File: config.mk
export PLATFORM = sky130hd
export DESIGN_NAME = edd_diffuse
export DESIGN_NICKNAME = d
export VERILOG_FILES = /design/src/rtl/edd_pkg.sv /design/src/rtl/edd_diffuse.sv
export SDC_FILE = /design/constraint.sdc
export NUM_CORES = 1
export LEC_CHECK = 0
export BUFFER_PORTS_ARGS = -buffer_cell sky130_fd_sc_hd__buf_4
export CAP_MARGIN = 40
export CORE_ASPECT_RATIO = 0.8
export CORE_MARGIN = 2
export CORE_UTILIZATION = 45
export DETAILED_ROUTE_END_ITERATION = 16
export GPL_TIMING_DRIVEN = 0
export MAX_ROUTING_LAYER = met4
export PLACE_DENSITY_LB_ADDON = 0.15
export SLEW_MARGIN = 25
export SYNTH_ARGS = -nofsm -noshare
export SYNTH_HDL_FRONTEND = slang
export SYNTH_SLANG_ARGS = --single-unit
File: constraint.sdc
create_clock -name i_clk -period 11 [get_ports i_clk]
set_input_delay 1.1 -clock i_clk [delete_from_list [all_inputs] [get_ports i_clk]]
set_output_delay 1.1 -clock i_clk [all_outputs]
set_load 0.03 [all_outputs]
File: src/rtl/edd_pkg.sv
// Shared constants, types and helpers of the error-diffusion dither block.
`default_nettype none

package edd_pkg;

    // Frame size limits and the index widths that follow from them
    localparam int MAX_WIDTH  = 1024;
    localparam int MAX_HEIGHT = 4096;
    localparam int COL_W      = $clog2(MAX_WIDTH);
    localparam int ROW_W      = $clog2(MAX_HEIGHT);

    // Register widths
    localparam int THR_W      = 8;
    localparam int IMG_W_W    = 11;
    localparam int IMG_H_W    = 13;
    localparam int CFG_DATA_W = 13;
    localparam int CFG_ADDR_W = 2;

    // Pixel and error widths
    localparam int NUM_CH  = 3;
    localparam int PIX_W   = 8;
    localparam int ERR_W   = 9;                // error or share, -256..255
    localparam int WORD_W  = NUM_CH * ERR_W;   // one line store entry
    localparam int SUM_W   = 11;               // pixel + carry + error from above
    localparam int PROD_W  = 12;               // weight * error, |7*255| < 2048

    localparam logic signed [ERR_W-1:0] LEVEL_WHITE = 9'sd255;
    localparam logic signed [ERR_W-1:0] LEVEL_BLACK = 9'sd0;
    localparam logic [PIX_W-1:0]        PIX_MAX     = 8'd255;

    // Output queue
    localparam int OQ_DEPTH = 3;
    localparam int OQ_PTR_W = $clog2(OQ_DEPTH);
    localparam int OQ_CNT_W = $clog2(OQ_DEPTH + 1);

    // Register reset values
    localparam logic [THR_W-1:0]   THR_RESET    = 8'd96;
    localparam logic [IMG_W_W-1:0] WIDTH_RESET  = 11'd640;
    localparam logic [IMG_H_W-1:0] HEIGHT_RESET = 13'd480;

    typedef enum logic [CFG_ADDR_W-1:0] {
        CFG_THRESHOLD    = 2'd0,
        CFG_IMAGE_WIDTH  = 2'd1,
        CFG_IMAGE_HEIGHT = 2'd2
    } t_cfg_reg;

    // Position of one pixel and its line and frame flags
    typedef struct packed {
        logic [COL_W-1:0] col;
        logic             row_nz;
        logic             last_col;
        logic             frame_end;
    } t_pos;

    // Line store write request
    typedef struct packed {
        logic              en;
        logic [COL_W-1:0]  addr;
        logic [WORD_W-1:0] data;
    } t_wr;

    // One result transaction
    typedef struct packed {
        logic              frame_end;
        logic              line_end;
        logic [NUM_CH-1:0] on;
    } t_result;

    // Signed divide by 16, truncating toward zero
    function automatic logic signed [ERR_W-1:0] div16(input logic signed [PROD_W-1:0] p);
        logic signed [PROD_W-1:0] t;
        t = p[PROD_W-1] ? (p + PROD_W'(15)) : p;
        return ERR_W'(t >>> 4);
    endfunction

endpackage

`default_nettype wire

File: src/rtl/edd_diffuse.sv
// Threshold and error spreading stage; owns the carries and the line-end write-back.
`default_nettype none

module edd_diffuse (
    input  wire logic                                        i_clk,
    input  wire logic                                        i_rst_n,
    input  wire logic                                        i_accept,
    input  wire edd_pkg::t_pos                               i_pos,
    input  wire logic [edd_pkg::NUM_CH-1:0][edd_pkg::PIX_W-1:0] i_pix,
    input  wire logic [edd_pkg::THR_W-1:0]                   i_thr,
    input  wire logic [edd_pkg::WORD_W-1:0]                  i_mem_data,
    output logic                                             o_busy,
    output edd_pkg::t_wr                                     o_wr,
    output logic                                             o_res_valid,
    output edd_pkg::t_result                                 o_res
);

    localparam int EW = edd_pkg::ERR_W;

    // stage register: pixel whose line store read is in flight
    logic                                            r_a_valid;
    edd_pkg::t_pos                                   r_pos;
    logic [edd_pkg::NUM_CH-1:0][edd_pkg::PIX_W-1:0]  r_pix;

    // per-channel carries
    logic signed [EW-1:0] r_rc  [edd_pkg::NUM_CH];
    logic signed [EW-1:0] r_pb  [edd_pkg::NUM_CH];
    logic signed [EW-1:0] r_pbr [edd_pkg::NUM_CH];
    logic signed [EW-1:0] n_rc  [edd_pkg::NUM_CH];
    logic signed [EW-1:0] n_pb  [edd_pkg::NUM_CH];
    logic signed [EW-1:0] n_pbr [edd_pkg::NUM_CH];

    // column below a line's last pixel, held in a register and written in the following cycle
    logic                           r_def_valid;
    logic [edd_pkg::COL_W-1:0]      r_def_addr;
    logic [edd_pkg::WORD_W-1:0]     r_def_data;
    logic [edd_pkg::WORD_W-1:0]     def_data;
    logic [edd_pkg::WORD_W-1:0]     left_data;

    logic                           col0;
    logic                           def_hit;
    logic [edd_pkg::NUM_CH-1:0]     on;

    assign col0    = (r_pos.col == '0);
    assign def_hit = r_def_valid && (r_def_addr == r_pos.col);

    always_comb begin
        logic signed [EW-1:0]                up;
        logic signed [EW-1:0]                rc;
        logic signed [EW-1:0]                pb;
        logic signed [EW-1:0]                pbr;
        logic signed [edd_pkg::SUM_W-1:0]    sum;
        logic [edd_pkg::PIX_W-1:0]           sat;
        logic signed [EW-1:0]                err;
        logic signed [edd_pkg::PROD_W-1:0]   e;
        logic signed [EW-1:0]                s7;
        logic signed [EW-1:0]                s5;
        logic signed [EW-1:0]                s3;
        logic signed [EW-1:0]                s1;
        on        = '0;
        left_data = '0;
        def_data  = '0;
        for (int c = 0; c < edd_pkg::NUM_CH; c++) begin
            if (!r_pos.row_nz) begin
                up = '0;
            end else if (def_hit) begin
                up = $signed(r_def_data[c*EW +: EW]);
            end else begin
                up = $signed(i_mem_data[c*EW +: EW]);
            end
            rc  = col0 ? '0 : r_rc[c];
            pb  = col0 ? '0 : r_pb[c];
            pbr = col0 ? '0 : r_pbr[c];

            sum = $signed(edd_pkg::SUM_W'(r_pix[c])) + edd_pkg::SUM_W'(rc)
                + edd_pkg::SUM_W'(up);
            if (sum < 0) begin
                sat = '0;
            end else if (sum > 255) begin
                sat = edd_pkg::PIX_MAX;
            end else begin
                sat = sum[edd_pkg::PIX_W-1:0];
            end
            on[c] = sat > i_thr;
            err   = $signed({1'b0, sat})
                  - (on[c] ? edd_pkg::LEVEL_WHITE : edd_pkg::LEVEL_BLACK);

            e  = edd_pkg::PROD_W'(err);
            s7 = edd_pkg::div16((e <<< 3) - e);
            s5 = edd_pkg::div16((e <<< 2) + e);
            s3 = edd_pkg::div16((e <<< 1) + e);
            s1 = edd_pkg::div16(e);

            left_data[c*EW +: EW] = pb + s3;
            n_pb[c]               = pbr + s5;
            def_data[c*EW +: EW]  = n_pb[c];
            n_pbr[c]              = s1;
            n_rc[c]               = r_pos.last_col ? '0 : s7;
            if (r_pos.last_col) begin
                n_pb[c]  = '0;
                n_pbr[c] = '0;
            end
        end
    end

    always_ff @(posedge i_clk) begin
        if (i_accept) begin
            r_pos <= i_pos;
            r_pix <= i_pix;
        end
        if (r_a_valid) begin
            r_rc  <= n_rc;
            r_pb  <= n_pb;
            r_pbr <= n_pbr;
        end
        if (r_a_valid && r_pos.last_col) begin
            r_def_addr <= r_pos.col;
            r_def_data <= def_data;
        end
    end

    always_ff @(posedge i_clk) begin
        if (!i_rst_n) begin
            r_a_valid   <= 1'b0;
            r_def_valid <= 1'b0;
        end else begin
            r_a_valid   <= i_accept;
            r_def_valid <= r_a_valid && r_pos.last_col;
        end
    end

    // The pixel after a line end sits in column 0 and writes nothing,
    // so the late write never meets a normal one.
    always_comb begin
        o_wr = '0;
        if (r_a_valid && !col0) begin
            o_wr.en   = 1'b1;
            o_wr.addr = r_pos.col - edd_pkg::COL_W'(1);
            o_wr.data = left_data;
        end else if (r_def_valid) begin
            o_wr.en   = 1'b1;
            o_wr.addr = r_def_addr;
            o_wr.data = r_def_data;
        end
    end

    assign o_busy          = r_a_valid;
    assign o_res_valid     = r_a_valid;
    assign o_res.on        = on;
    assign o_res.line_end  = r_pos.last_col;
    assign o_res.frame_end = r_pos.frame_end;

endmodule

`default_nettype wire

* Word level (Yosys, flattened, before mapping)
Cells that the tools add are included.
** Word-level totals
- Register bits after elaboration :: 151
- Bits in latches :: 0
- Bits in writable memories :: 0
- ROM bits :: 0
- Output and inout port bits :: 45
- Word-level logic and storage cells :: 119
- Memories kept :: 0
** Cells by class
- Add/subtract/negate cells :: 37
- $mul :: 0
- Divide/modulo/power cells :: 0
- Order comparisons :: 9
- Eq/ne operators :: 1
- Shift-type cells :: 0
- Muxes and demuxes :: 38
- Bitwise gates (word level) :: 3
- Reduce and logical (&&, ||, !) cells :: 8
** Operator list (count)
- 12-bit two-way mux :: 12
- 9-bit two-way mux :: 15
- 38-bit two-way mux :: 2
- 12-bit by 5-bit adder with 12-bit output, second input constant :: 6
- 8-bit two-way mux :: 9
- 10-bit by 9-bit adder with 11-bit output :: 6
- 9-bit by 8-bit adder with 9-bit output :: 6
- 11-bit by 5-bit adder with 12-bit output, second input constant :: 3
- 11-bit by 9-bit adder with 12-bit output :: 3
- 12-bit by 9-bit subtractor with 12-bit output :: 3
- 11-bit by 9-bit > comparator with 1-bit output, second input constant :: 3
- 11-bit by 1-bit < comparator with 1-bit output, second input constant :: 3
- 9-bit by 5-bit adder with 10-bit output, second input constant :: 3
- 9-bit by 9-bit adder with 10-bit output :: 3
- 8-bit by 8-bit subtractor with 9-bit output :: 3
- 8-bit > comparator :: 3
- 10-bit == test :: 1
- 10-bit logical NOT :: 1
- 10-bit by 1-bit subtractor with 10-bit output, second input constant :: 1
- 2-bit OR reduction :: 3
- 1-bit logical AND :: 3
- 1-bit inverter :: 3
- 1-bit logical NOT :: 1

* Depth between registers and ports, before layout
Gate-level depths: netlist (run 1).
- Depth in word-level cells :: 16
- Mapped depth :: 60
- Depth with buffers taken out :: 56

* Least setup slack after synthesis (run 1)
OpenSTA, ideal clock, no wires.
- Path type :: reg2out
- Start point :: register r_pos[7] (netlist name)
- End point :: output o_wr[17] (netlist name)
- Arrival :: 11.322 ns
- Setup slack :: -1.422 ns
- Cell stages (with the launch flop) :: 57
- Cells stage by stage :: edfxtp_1 -> xnor2_1 -> nand4_1 -> nor3_1 -> buf_1 -> buf_1 -> mux2_2 -> nand2_1 -> fa_1 -> inv_1 -> ha_1 -> fa_1 -> a21o_1 -> a21oi_1 -> o21bai_1 -> a21oi_1 -> nor2b_1 -> nor3_1 -> [21 not listed] -> ha_1 -> a21oi_1 -> o21ai_0 -> xor2_1 -> inv_1 -> nor2_1 -> nand2_1 -> xnor2_1 -> ha_1 -> o21ai_0 -> nand2b_1 -> a21oi_1 -> o21bai_1 -> a21o_1 -> a21oi_1 -> xor2_1 -> xnor2_1 -> o21ai_0
** RTL lines
- from (decl) :: line edd_diffuse.sv:22 : edd_pkg::t_pos r_pos;
- from (signal assigned) :: line edd_diffuse.sv:108 : r_pos <= i_pos;
- to (decl) :: line edd_diffuse.sv:13 : output edd_pkg::t_wr o_wr,

==> results by group, run 1 <==
Outcome
  – Status: finished, violations left
  – Failing checks: negative setup slack

Route
  – Routed WL: 58.8 mm
  – DR vias: around 16000
  – First-pass detailed-route iteration total: 6
  – Residual DRC: 0
  – WL/cell: between 20 and 25 um
  – Vias/cell: 5.75
  – Initial DRC Count: around 1400
  – Post-route ant nets: 0

Synthesis
  – Register bit total from synthesis: roughly 150
  – Synth Area in Compound Gates: between 15 and 20%
  – Netlist Area Pre-Place: 16800 um^2
  – YS warnings: 0
  – Synth Instances: 1861
  – Mux cell area share after synthesis: under 10%
  – XOR/XNOR share of the synthesized area: 11.1%
  – Main flop type after synthesis: edfxtp_1
  – Seq/Total Area, Yosys: approximately a quarter
  – Post-synth EDFFs: between 100 and 150
  – Syn Nets: roughly 2200
  – Async set or reset register ratio after synthesis: 0%
  – Adder-Cell Fraction of Synth Area: a little over 20%
  – Synth Area in Simple Gates: 17.1%
  – Avg Cell Area, Syn: between 9 and 10 um^2
  – Unique masters post-synth: around 100
  – Largest family of logic cells by synthesized area: adder cells

Critical path
  – Buf/Inv on CP: 7
  – Worst reg2reg startpoint: r_pos[10]$_DFFE_PP_
  – Critical Path RT: approximately 10 ns
  – Slowest CP cell: fa_1
  – CP most frequent cell: a21oi_2
  – Element type at the critical path end: output port
  – CP arrival: roughly 11 ns
  – R2R Setup Slk: about 0.45 ns
  – Worst-case reg-to-reg path depth: 48
  – CP max FO: 6
  – Crit Path Class: reg -> out
  – CP max stage delay: 0.42 ns
  – Largest delay contributor family on the critical path: compound AO/OA/AOI/OAI gates
  – CP startpoint kind: flop
  – Worst reg2reg endpoint: r_pb[7]$_SDFFCE_PP0P_

Cells and area
  – Post-layout nets: roughly 2600
  – Share of layout cells above drive strength 1: between 30% and 40%
  – Area Overhead vs Synth: 42.4%
  – Non-filler cells, final: ~2800

Timing
  – Endpoints failing hold: 0
  – Worst Skew: ~0.013 ns
  – Final Max Slew Viols: 0
  – Max-slew headroom: a little over two fifths
  – Minimum clock period: 11.64 ns
  – Worst Max-Slew Pin Slew: roughly 0.85 ns
  – Hold Slack: about 0.58 ns
  – Final setup vio count: 13
  – Unrepaired setup endpoints after global routing: yes
  – Fmax: roughly 86 MHz
  – Final worst path period share: 106%
  – Setup ws final: -0.641 ns

Placement
  – Placer Congestion: roughly 0.95
  – Port Buffers: 119
  – Place WS: -1.60 ns
  – Detail Placement HPWL: 39.6 mm
  – Placed Cells: approximately 2500

Clock network
  – CTS H-tree lvls: 4
  – CTS hold repair buffers: 0
  – Reg clk slew, reported paths: approximately 0.070 ns
  – Clk Latency, worst-skew pair: around 0.46 ns
  – Worst-case clock buffer depth: 2
  – CTS tree: built
  – CTS Root Cell: clkbuf_16
  – CTS Sinks: ~150
  – CTS Buf Count: 17

Floorplanning
  – Die width: approximately 220 um
  – Full die area: around 40000 um^2
  – # rows: 63
  – Starting Density: a little under half
  – IO Count: between 100 and 150
  – Die Ht: ~180 um
  – Core box area: ~37000 um^2

Min path
  – Hold Startpoint: r_pos[12]$_DFFE_PP_
  – Hold path depth: 0
  – Worst hold-check path type: reg -> reg
  – Hold endpoint: r_def_addr[9]$_DFFE_PP_

Global route
  – Total grt overflow: 0
  – Initial antenna violation count: 0
  – Total GRT Usage: between 30% and 40%
  – First-pass GRT wire length: 87.8 mm
  – Largest net degree at the start of global routing: 45
  – Vias in the first global route: 15800

Run
  – Max cap viols: 0
## kinds of logic (layout without fill, tap and decap cells)
family          count (synthesis)  count (layout)
compound gates                455             455
simple gates                  556             556
other cells                     0               1
buf+inv                       212             642
xor+xnor                      207             207
fa+ha+maj                     255             255
flops                         145             145
mux                            31              31
## sequential cells by signal (all words and copies together) (netlist names)
name,cells
o_busy,1
o_res,2
r_def_addr,10
r_def_data,27
r_def_valid,1
r_pb,27
r_pbr,18
r_pix,24
r_pos,11
r_rc,24
## through the flow
step           cell area, um^2  util (%)  setup TNS, ns
2_1_floorplan            17100         -        -0.0532
3_3_place_gp             18600      50.3         -30.94
3_5_place_dp             18700      50.5         -34.58
4_1_cts                  22600      61.2          -3.39
5_1_grt                  24000      64.8         -11.43
6_report                 24000      64.8          -4.48
## worst reg2reg max path, delay by kind of cell, from the launching register on
kind | cells | cell delay [ns]
fa+ha+maj | 7 | 2.24
xor+xnor | 2 | 0.44
compound gates | 21 | 3.84
flops | 1 | 0.41
simple gates | 11 | 2.31
buf+inv | 7 | 1.09
## repair_timing
| item | 4_1_cts | 5_1_grt |
|---|---|---|
| endpoints found under the setup margin | 70 | 43 |
| pin swaps | 216 | 188 |
| setup buffers | 215 | 74 |
| resized for setup | 340 | 182 |
## per-layer routing
metal  routed length, um  up-vias  GRT usage, %
met5                   0        -             -
met4                1530        0          8.19
met3                4170      105          5.09
met2               27200      596          47.3
met1               26000     7835          41.0
li1                    -     7441             -
## how the worst max path moves through the flow
stage	from	end	slack [ns]	depth (start not counted)
after CTS	r_pos[9]$_DFFE_PP_	o_wr[8]	-0.48	50
after global placement	r_pos[7]$_DFFE_PP_	o_wr[17]	-1.59	53
after detailed placement	r_pos[5]$_DFFE_PP_	o_wr[17]	-1.60	56
after global routing	r_pos[10]$_DFFE_PP_	o_wr[8]	-1.02	54
after floorplan	r_pos[10]$_DFFE_PP_	o_wr[17]	-0.05	52
final	r_pos[10]$_DFFE_PP_	o_wr[8]	-0.64	50
## cell type report
class,instances,area [um^2]
Multi-Input combinational cell,1504,14100
Inverter,158,631
Antenna cell,1,2.50
Buffer,46,310
Clock buffer,18,429
Fill cell,2846,13000
Clock inverter,14,179
Tap cell,487,609
Timing Repair Buffer,406,3320
Sequential cell,145,4340
## cells in the mapped netlist, drive strengths merged, types with 5 or more instances
cell type  count  area (um^2)
edfxtp       143         4290
ha           209         2620
o31ai          9         67.6
a211o          6         52.6
nand2b        17          106
o211ai        12          100
nand3         81          415
nor4           6         37.5
nand2        109          409
o21ai         96          484
or4            5         37.5
inv          157          589
o21bai        36          270
a21o          58          440
mux2           8         90.1
buf           15         93.8
and3          17          106
nor2b         45          282
and2          89          559
a31o           6         61.3
nor3b          8         65.1
clkbuf        38          143
nor2         110          423
a311oi         6         58.8
or2            8         50.1
xor2          68          596
a211oi         9         90.1
a21boi         7         52.6
a21oi        122          637
mux2i         23          230
a31oi         21          150
o21a          21          158
nand4         14         87.6
fa            42          841
or3           10         72.6
nor3          26          130
xnor2        138         1250
## cells in the final DEF (no fill, tap or decap), drive strengths merged, types with 9 or more instances in the layout
cell,n
inv,157
nand2,109
a31oi,21
xor2,68
a21oi,122
mux2i,23
nor3,26
o21bai,36
and3,17
or3,10
nor2,110
o21ai,96
ha,209
and2,89
buf,421
nand4,14
nand3,81
nor2b,45
a211oi,9
a21o,58
xnor2,138
o211ai,12
o21a,21
edfxtp,143
clkbuf,48
fa,42
nand2b,17
o31ai,9
Power of run 1 is left out: the tool's default activity adds up to more than one toggle a clock period on the data nets, which glitch-free logic cannot reach.
==> run 2, diff against run 1 <==
--- a/config.mk
+++ b/config.mk
@@ -8,7 +8,6 @@
 export BUFFER_PORTS_ARGS = -buffer_cell sky130_fd_sc_hd__buf_4
 export CAP_MARGIN = 40
 export CORE_ASPECT_RATIO = 0.8
-export CORE_MARGIN = 2
 export CORE_UTILIZATION = 45
 export DETAILED_ROUTE_END_ITERATION = 16
 export GPL_TIMING_DRIVEN = 0
==> results by group, run 2 (synthesis results as in run 1) <==
Min path
  – Worst hold-check path type: reg -> reg
  – Hold path depth: 0

Placement
  – Detail Placement HPWL: between 30 and 40 mm
  – Place WS: -1.61 ns
  – Placed Cells: roughly 2500
  – Placer Congestion: 0.966
  – Port Buffers: 119

Critical path
  – CP max stage delay: roughly 0.42 ns
  – Worst-case reg-to-reg path depth: between 40 and 50
  – CP startpoint kind: flop
  – Critical Path RT: 9.90 ns
  – CP max FO: 7
  – Element type at the critical path end: output port
  – CP arrival: approximately 10 ns
  – Buf/Inv on CP: 8
  – Crit Path Class: reg -> out
  – Largest delay contributor family on the critical path: compound AO/OA/AOI/OAI gates
  – Slowest CP cell: fa_1
  – Critical path depth: 49

Timing
  – Fmax: approximately 87 MHz
  – Final setup vio count: 12
  – Max-slew headroom: around two fifths
  – Endpoints failing hold: 0
  – Minimum clock period: between 10 and 15 ns
  – Unrepaired setup endpoints after global routing: yes
  – Hold Slack: 0.552 ns
  – Worst Max-Slew Pin Slew: around 0.90 ns
  – Final worst path period share: 104%
  – Worst Skew: 0.0152 ns
  – Setup ws final: -0.477 ns
  – Final Max Slew Viols: 0

Clock network
  – CTS Root Cell: clkbuf_16
  – Clk Latency, worst-skew pair: approximately 0.46 ns
  – CTS hold repair buffers: 0
  – Worst-case clock buffer depth: 2
  – CTS Sinks: about 150
  – CTS tree: built
  – Reg clk slew, reported paths: 0.08 ns
  – CTS H-tree lvls: 4
  – CTS Buf Count: 17

Global route
  – First-pass GRT wire length: ~85 mm
  – Total GRT Usage: a little under a third
  – Largest net degree at the start of global routing: between 40 and 50
  – Vias in the first global route: between 15000 and 20000
  – Initial antenna violation count: 2
  – Total grt overflow: 0

Outcome
  – Status: finished, violations left
  – Failing checks: negative setup slack

Cells and area
  – Most frequent cells in the layout: buf_4, ha_1, edfxtp_1
  – Biggest regs: r_def_data (27), r_pb (27)
  – Register area: approximately 4300 um^2
  – Area Overhead vs Synth: 40.3%
  – Post-layout nets: 2590
  – Share of layout cells above drive strength 1: 36.2%
  – Footprint of the multi-input gates: 13900 um^2
  – Non-filler cells, final: roughly 2800
  – # fillers: approximately 2900
  – # diodes: 0
  – Most common cell after layout, fill and taps aside: buf_4
  – Fin util: about 65%

Route
  – First-pass detailed-route iteration total: 5
  – Post-route ant nets: 0
  – WL/cell: around 21 um
  – Residual DRC: 0
  – Vias/cell: ~5.7
  – Routed WL: between 50 and 60 mm
  – DR vias: between 15000 and 20000
  – Initial DRC Count: 1365

Floorplanning
  – Die Ht: 175 um
  – Starting Density: around 46%
  – # rows: between 60 and 70
  – Full die area: about 38000 um^2
  – Core box area: around 36000 um^2
  – IO Count: 120
  – Die width: approximately 220 um

Run
  – Max cap viols: 0
run 2: cell count changes in the layout (fill, tap and decap cells not counted), moves of 4 or more:
cell,delta
a21oi_1,+5
buf_6,+9
a21oi_4,-6
o21ai_1,+5
mux2i_1,-5
xnor2_2,+5
ha_2,-7
ha_1,+10
buf_4,-24
xnor2_4,-4
mux2i_2,+4
nand2_1,-4
run 2: repair_timing:
action                     CTS  global route
cloned                       1             0
resized for setup          312           178
pin swaps                  222           193
setup endpoints to repair   68            44
buffers inserted           217            69
run 2: routing by layer:
metal  vias up  GRT usage, %  part of all wire, %
li1       7419             -                    -
met1      7732          41.4                   46
met2       547          46.9                   46
met3        65          4.56                  6.4
met4         0          5.51                  1.6
met5         -             -                    0
run 2: area by class of cell:
cell class | count | area share (%)
Sequential cell | 145 | 18.4
Inverter | 158 | 2.61
Timing Repair Buffer | 391 | 13.6
Multi-Input combinational cell | 1504 | 58.9
Buffer | 47 | 1.60
Clock buffer | 19 | 1.83
Tap cell | 480 | 2.54
Clock inverter | 13 | 0.546
run 2: worst paths after layout:
| check | startpoint | to | slack, ns |
|---|---|---|---|
| setup / recovery | r_pos[10]$_DFFE_PP_ | o_wr[8] | -0.48 |
| hold / removal | r_pos[12]$_DFFE_PP_ | r_def_addr[9]$_DFFE_PP_ | 0.55 |
| setup reg to reg | r_pos[10]$_DFFE_PP_ | r_pb[7]$_SDFFCE_PP0P_ | 0.47 |
| hold reg to reg | r_pos[12]$_DFFE_PP_ | r_def_addr[9]$_DFFE_PP_ | 0.55 |
run 2: metrics by stage:
stage,cell area (um^2),TNS (ns)
floorplan,17100,-0.0532
global placement,18600,-36.49
detailed placement,18700,-34.61
CTS,22500,-3.30
global route,23600,-9.25
finish,23600,-3.59
Power of run 2 is left out for the same reason.
